[src/hdl/sobth_pkg.sv]
// Shared constants and types for the Sobel edge threshold core.
`timescale 1ns / 1ps
`default_nettype none

package sobth_pkg;

   localparam int MaxWidth   = 2048;
   localparam int ColWidth   = $clog2(MaxWidth);
   localparam int PixWidth   = 8;
   localparam int RowWidth   = 16;
   localparam int ThrWidth   = 11;
   localparam int FwWidth    = 12;
   localparam int MagWidth   = 11;
   localparam int CsrIdxWidth = 2;
   localparam int CsrDataWidth = 16;

   localparam logic [CsrIdxWidth-1:0] CsrEdgeThreshold = 2'd0;
   localparam logic [CsrIdxWidth-1:0] CsrFrameWidth    = 2'd1;
   localparam logic [CsrIdxWidth-1:0] CsrFrameHeight   = 2'd2;

   localparam logic [ThrWidth-1:0] ThresholdReset = 11'd50;
   localparam logic [FwWidth-1:0]  WidthReset     = 12'd640;
   localparam logic [RowWidth-1:0] HeightReset    = 16'd480;

   // One completed 3x3 window, taken from the line buffer stage to the gradient stage.
   typedef struct packed {
      logic                valid;
      logic [PixWidth-1:0] t0;
      logic [PixWidth-1:0] t1;
      logic [PixWidth-1:0] top;
      logic [PixWidth-1:0] m0;
      logic [PixWidth-1:0] mid;
      logic [PixWidth-1:0] b0;
      logic [PixWidth-1:0] b1;
      logic [PixWidth-1:0] bot;
      logic [10:0]         center_col;
      logic [RowWidth-1:0] center_row;
      logic                last;
   } window_type;

endpackage

`default_nettype wire

[src/hdl/sobth_grad.sv]
// Sobel gradients, L1 magnitude, threshold compare and result register.
`timescale 1ns / 1ps
`default_nettype none

module sobth_grad import sobth_pkg::*; (
   input  wire logic                clock,
   input  wire logic                reset,
   input  wire window_type          win,
   input  wire logic [ThrWidth-1:0] edge_threshold,
   output logic                     advance,
   output logic                     rsp_valid,
   input  wire logic                rsp_stall,
   output logic                     rsp_edge_res,
   output logic [MagWidth-1:0]      rsp_magnitude,
   output logic [10:0]              rsp_center_col,
   output logic [RowWidth-1:0]      rsp_center_row,
   output logic                     rsp_last
);

   logic [9:0] gx_pos, gx_neg, gy_pos, gy_neg, gx_abs, gy_abs;
   logic [MagWidth-1:0] mag;

   logic                valid_ff;
   logic                edge_ff;
   logic [MagWidth-1:0] mag_ff;
   logic [10:0]         col_ff;
   logic [RowWidth-1:0] row_ff;
   logic                last_ff;

   always_comb begin
      gx_pos = 10'(win.b0) + {1'b0, win.b1, 1'b0} + 10'(win.bot);
      gx_neg = 10'(win.t0) + {1'b0, win.t1, 1'b0} + 10'(win.top);
      gy_pos = 10'(win.top) + {1'b0, win.mid, 1'b0} + 10'(win.bot);
      gy_neg = 10'(win.t0) + {1'b0, win.m0, 1'b0} + 10'(win.b0);
      gx_abs = (gx_pos >= gx_neg) ? gx_pos - gx_neg : gx_neg - gx_pos;
      gy_abs = (gy_pos >= gy_neg) ? gy_pos - gy_neg : gy_neg - gy_pos;
      mag    = 11'(gx_abs) + 11'(gy_abs);
   end

   // Move the window item on whenever the result register is empty or being drained.
   assign advance = win.valid && (!valid_ff || !rsp_stall);

   always_ff @(posedge clock) begin
      if (reset) begin
         valid_ff <= 1'b0;
      end else if (!valid_ff || !rsp_stall) begin
         valid_ff <= win.valid;
      end
   end

   always_ff @(posedge clock) begin
      if (advance) begin
         edge_ff <= edge_threshold <= mag;
         mag_ff  <= mag;
         col_ff  <= win.center_col;
         row_ff  <= win.center_row;
         last_ff <= win.last;
      end
   end

   assign rsp_valid      = valid_ff;
   assign rsp_edge_res   = edge_ff;
   assign rsp_magnitude  = mag_ff;
   assign rsp_center_col = col_ff;
   assign rsp_center_row = row_ff;
   assign rsp_last       = last_ff;

endmodule

`default_nettype wire

[config.mk]
export PLATFORM = sky130hd
export DESIGN_NAME = sobth_grad
export DESIGN_NICKNAME = d
export VERILOG_FILES = /design/src/hdl/sobth_pkg.sv /design/src/hdl/sobth_grad.sv
export SDC_FILE = /design/constraint.sdc
export NUM_CORES = 1
export LEC_CHECK = 0
export BUFFER_PORTS_ARGS = -buffer_cell sky130_fd_sc_hd__buf_2
export CORE_MARGIN = 4
export CORE_UTILIZATION = 28
export DETAILED_ROUTE_END_ITERATION = 8
export PLACE_DENSITY = 0.48
export SLEW_MARGIN = 10
export SYNTH_ARGS = -nofsm -noshare
export SYNTH_HDL_FRONTEND = slang
export SYNTH_SLANG_ARGS = --single-unit
[constraint.sdc]
create_clock -name clock -period 11.3 [get_ports clock]
set_input_delay 0.565 -clock clock [delete_from_list [all_inputs] [get_ports clock]]
set_output_delay 0.565 -clock clock [all_outputs]
set_load 0.03 [all_outputs]
==> results of run 1 <==
## critical path, stage by stage
cell and delay [ns]:
buf_2 0.08, inv_1 0.07, fa_1 0.54, inv_1 0.05, ha_1 0.23, fa_1 0.41
a21o_1 0.18, a21oi_1 0.20, o21ai_0 0.11, a21oi_1 0.24, xnor2_1 0.18, ha_1 0.34
a2111oi_0 0.49, a21oi_1 0.23, a21oi_4 0.35, mux2_2 0.41, ha_1 0.29, a21oi_1 0.22
o21ai_1 0.11, a2111oi_0 0.53, o21bai_1 0.15, a21oi_1 0.27, xor2_1 0.11, ha_1 0.31
o21ai_0 0.10, a221o_1 0.36
## flip-flops by register name (all words and copies together), names as in the netlist
| signal | cells |
|---|---|
| rsp_center_col | 11 |
| rsp_magnitude | 11 |
| rsp_edge_res | 1 |
| rsp_valid | 1 |
| rsp_last | 1 |
| rsp_center_row | 16 |
## per-stage QoR
stage          area, um2  util, %  instances  setup WS (ns)  hold WS (ns)
4_1_cts             6600     35.1        946           4.22         0.425
3_5_place_dp        6460     34.3        938           3.92         0.575
5_1_grt             6600     35.1        946           3.61         0.437
6_report            6600     35.1        946           4.17         0.435
2_1_floorplan       5410        -        534           4.83         0.637
3_3_place_gp        6460     34.3        938           4.21         0.552
## routing by layer
layer	up-vias	GRT usage (%)	share of wire, %
li1	2172	-	-
met1	2006	17.1	45
met2	108	22.2	49
met3	7	1.94	4.8
met4	0	1.68	0.53
met5	-	0	0
## worst max-delay path by stage
stage	end	slack [ns]	cells after the start
floorplan	rsp_edge_res	4.83	26
global placement	rsp_edge_res	4.21	26
detailed placement	rsp_edge_res	3.92	26
CTS	rsp_edge_res	4.22	26
global route	rsp_edge_res	3.61	26
finish	rsp_edge_res	4.17	26
## cells in the final DEF, fill, tap and decap left out, types with 13 or more instances in the layout
cell type  count
xnor2_1       27
xor2_1        29
a21oi_1       33
inv_1         73
edfxtp_1      40
nand2_1       19
buf_2        148
mux2i_1       14
fa_1          37
a21o_1        31
o21ai_0       13
ha_1          95
## final cells by class
cell class | count | share of cell area, %
Tap cell | 260 | 4.93
Multi-Input combinational cell | 410 | 58.7
Clock buffer | 5 | 1.90
Sequential cell | 41 | 18.5
Clock inverter | 3 | 0.265
Inverter | 78 | 4.43
Timing Repair Buffer | 149 | 11.3
## cells by family after synthesis
| family | after synthesis |
|---|---|
| XOR/XNOR | 56 |
| adder cells (fa/ha/maj) | 132 |
| multiplexers | 16 |
| buffers and inverters | 83 |
| AND/OR/NAND/NOR | 70 |
| AO/OA/AOI/OAI | 136 |
| flip-flops | 41 |
==> impl_metrics.tcl, run 1 <==
set metrics [dict create \
    drt_drc_violations_left 0 \
    reg2reg_depth 2 \
    synth_area_leaders "edfxtp_1 (22%), ha_1 (22%), fa_1 (14%), inv_1 (5.1%), xor2_1 (4.7%)" \
    cts_resized 0 \
    cts-hold-fix-buffers 0 \
    cp_max_fo 8 \
    hold_violations 0 \
    crit_start "win[29]" \
    min_to "rsp_valid" \
    core_area_um2 18800 \
    cts.path.max_buffers 2 \
    clock_sinks 41 \
    synthMuxAreaShare_pct 3.07 \
    synth_xor_area_share_pct 9.06 \
    syn_nets 773 \
    overflow 0 \
    tightest_slew_ns 0.551 \
    cts.clk_slew.worst_paths_ns 0.05 \
    synthArstFlopShare_pct 0 \
    htree_levels 2 \
    period_share_pct 63.1 \
    start_util_pct 28.7 \
    worstSetupStartpointType "input pin" \
    synth-seq-cells 41 \
    cts_tree "built" \
    vias 4293 \
    gp_congestion 0.864 \
    grt_pass1_vias 4514 \
    grt_pass1_wl_mm 23.0 \
    synth_top_cell_area_share_pct 22.2 \
    run_status "finished, final reports clean" \
    hpwl_mm 12.2 \
    root_buffer "clkbuf_16" \
    period_needed_ns 7.13 \
    final-seq-area_um2 1220 \
    synth-adder-area-share_pct 35.6 \
    syn_avg_cell_area_um2 10.1 \
    fin_skew_ns 0.00262 \
    fp.dieW_um 147 \
    area_delta_synth_final_pct 22.0 \
    port-buffer-count 148 \
    cts_made_buffers 5 \
    worst-setup-path-type "in2reg" \
    die_area_um2 21600 \
    ys_seq_area_share_pct 22.6 \
    slew_headroom_pct 62.3 \
    cp_data_arrival_time_ns 7.15 \
    ys.flop_type "edfxtp_1" \
    hp-class "in2reg" \
    yosys_warnings 0 \
    max_cap_violations 0 \
    finalMaxSlewViolations 0 \
    synth_compound_area_share_pct 16.8 \
    synth_commonest_cells "ha_1 (95), inv_1 (73), edfxtp_1 (40), fa_1 (37), a21oi_1 (33)" \
    clk_latency_ns 0.28 \
    antennaDiodeCount 0 \
    critical_path_required_ns 11.32 \
    yosys.area.top_type "edfxtp_1" \
    syn_area_um2 5410 \
    synth_top_family_by_area "adder cells" \
    hold_start "reset" \
    hold_depth 2 \
    ys_types 51 \
    drtIter0Drc 212 \
    vias_per_cell 4.54 \
    reg2reg_to "rsp_magnitude[6]" \
    yosys.area_share.simple_pct 6.73 \
    fmax_mhz 140 \
    rows 50 \
    fillers 1933 \
    setup_tns_ns 0 \
    endpoint_kind "flop" \
    post_drt_wl_per_cell_um 14.5 \
    grt_setup_unrepaired "no" \
    wl_mm 13.7 \
    synthCells 534 \
    synth-edff-count 40 \
    grt_max_degree 42 \
    gr-usage-all-layers_pct 12.7 \
    drtAntennaViolNets 0 \
    r2r_start "rsp_valid" \
    rrSetupSlack_ns 9.99 \
    antenna_found_initial 0 \
    drive_gt1_share_pct 25.1 \
    post_cts_buffers 0 \
    setup_viol 0 \
    ioPinCount 149 \
    die_y_um 147 \
    multi_input_area_um2 3870 \
    drt-pass1-iter-count 5 \
    yosys.cell_count.top_type "ha_1" \
    final_nets 924 \
]
Power of run 1 is not shown: default switching activity piles up to over one toggle a cycle in this logic, so the estimate is an artifact.
==> run 2, diff against run 1 <==
--- a/config.mk
+++ b/config.mk
@@ -9,7 +9,7 @@
 export CORE_MARGIN = 4
 export CORE_UTILIZATION = 28
 export DETAILED_ROUTE_END_ITERATION = 8
-export PLACE_DENSITY = 0.48
+export PLACE_DENSITY = 0.5
 export SLEW_MARGIN = 10
 export SYNTH_ARGS = -nofsm -noshare
 export SYNTH_HDL_FRONTEND = slang
==> constraint.sdc (replaced) <==
create_clock -name clock -period 5.85 [get_ports clock]
set_input_delay 0.2925 -clock clock [delete_from_list [all_inputs] [get_ports clock]]
set_output_delay 0.2925 -clock clock [all_outputs]
set_load 0.03 [all_outputs]
==> run 2 against run 1 <==
Worst hold slack lost 0.26 ns. Critical endpoint unchanged. Critical path depth grew 3. Via count grew 8.9%. First-iteration DRC count shrank 32%. Cell count grew 10%. Sequential share of layout area shrank 2.4 points. Wire length grew 6.3%. Final area grew 15%. Global-route usage grew 0.57 points. Clock skew shrank 0.00061 ns. Non-clock buffer count grew 97. Critical path type unchanged. Largest cell class unchanged.
==> impl_metrics.tcl, run 2 (synthesized netlist as in run 1, its figures left out) <==
set metrics [dict create \
    clock_sinks 41 \
    run_status "finished, final reports clean" \
    setup_ws_ns 0.00965 \
    period_share_pct 99.8 \
    port-buffer-count 148 \
    cts.clk_slew.worst_paths_ns 0.06 \
    setup_viol 0 \
    fillers 1856 \
    cp_data_arrival_time_ns 5.87 \
    layout_common_cells "buf_2 (146), buf_4 (98), ha_1 (89)" \
    cts_made_buffers 5 \
    clk_latency_ns 0.28 \
    core_area_um2 18800 \
    finalMaxSlewViolations 0 \
    period_needed_ns 5.84 \
    area_delta_synth_final_pct 39.9 \
    grt_pass1_vias 4978 \
    hpwl_mm 12.8 \
    gr-usage-all-layers_pct 13.3 \
    overflow 0 \
    final_common_cell "buf_2" \
    slew_headroom_pct 65.5 \
    rows 50 \
    cpPeakStageDelay_ns 0.58 \
    fmax_mhz 171 \
    endpoint_kind "flop" \
    grt_max_degree 42 \
    cp_max_fo 5 \
    critical_path_required_ns 5.88 \
    crit_family "compound AO/OA/AOI/OAI gates" \
    dp_slack_ns -0.530 \
    ioPinCount 149 \
    fp.dieW_um 147 \
    final_nets 1021 \
    post_drt_wl_per_cell_um 14.0 \
    drtAntennaViolNets 0 \
    grt_pass1_wl_mm 23.9 \
    largest_reg_flops 16 \
    wl_mm 14.6 \
    placed_cell_area_um2 7120 \
    drt_drc_violations_left 0 \
    max_cap_violations 0 \
    cp.buffers_inverters 4 \
    cts.path.max_buffers 2 \
    hold_violations 0 \
    antenna_found_initial 0 \
    cp_slowest_cell "fa_1" \
    drive_gt1_share_pct 39.6 \
    die_y_um 147 \
    worstSetupStartpointType "input pin" \
    worst-setup-path-type "in2reg" \
    root_buffer "clkbuf_16" \
    fin_hold_ws_ns 0.170 \
    vias 4674 \
    vias_per_cell 4.48 \
    fin_area_um2 7570 \
    hp-class "in2reg" \
    gp_congestion 0.879 \
    drtIter0Drc 144 \
    start_util_pct 28.7 \
    setup_tns_ns 0 \
    fin_skew_ns 0.00202 \
    drt-pass1-iter-count 4 \
    die_area_um2 21600 \
    antennaDiodeCount 0 \
    htree_levels 2 \
    grt_setup_unrepaired "yes" \
    cts_tree "built" \
    tightest_slew_ns 0.517 \
]
run 2: layout make-up:
cell class / count / area, um2 / share of cell area [%]
clock buffer: 5 / 125 / 1.65
clock inverter: 3 / 41.3 / 0.545
inverter: 78 / 293 / 3.87
multi-input combinational: 410 / 4080 / 53.8
sequential: 41 / 1220 / 16.1
tap: 260 / 325 / 4.30
timing repair buffer: 246 / 1490 / 19.7
run 2: through the flow:
stage / utilization (%) / std cells
6_report: 40.2 / 1043
5_1_grt: 40.2 / 1043
4_1_cts: 39.7 / 1040
3_5_place_dp: 37.8 / 1019
3_3_place_gp: 37.8 / 1019
2_1_floorplan: - / 534
run 2: repair_timing:
| item | 4_1_cts | 5_1_grt |
|---|---|---|
| setup buffers | 13 | 3 |
| setup endpoints to repair | 1 | 1 |
| hold buffers | 0 | 0 |
| gates resized for setup | 24 | 14 |
| pin swaps | 33 | 16 |
| hold endpoints to repair | 0 | 0 |
run 2: final timing paths:
path	start	end	slack, ns	cells past startpoint
setup / recovery	win[69]	rsp_edge_res	0.01	29
setup reg to reg	rsp_valid	rsp_magnitude[9]	4.56	2
hold reg to reg	rsp_valid	rsp_valid	0.56	2
hold / removal	reset	rsp_valid	0.17	2
run 2: layer usage:
metal	up-vias	global-route usage (%)	routed length [um]
met5	-	0	0
met2	125	23.8	7140
met3	9	2.19	797
li1	2368	-	-
met4	0	2.05	97
met1	2172	17.2	6550
Power of run 2 is left out for the same reason.
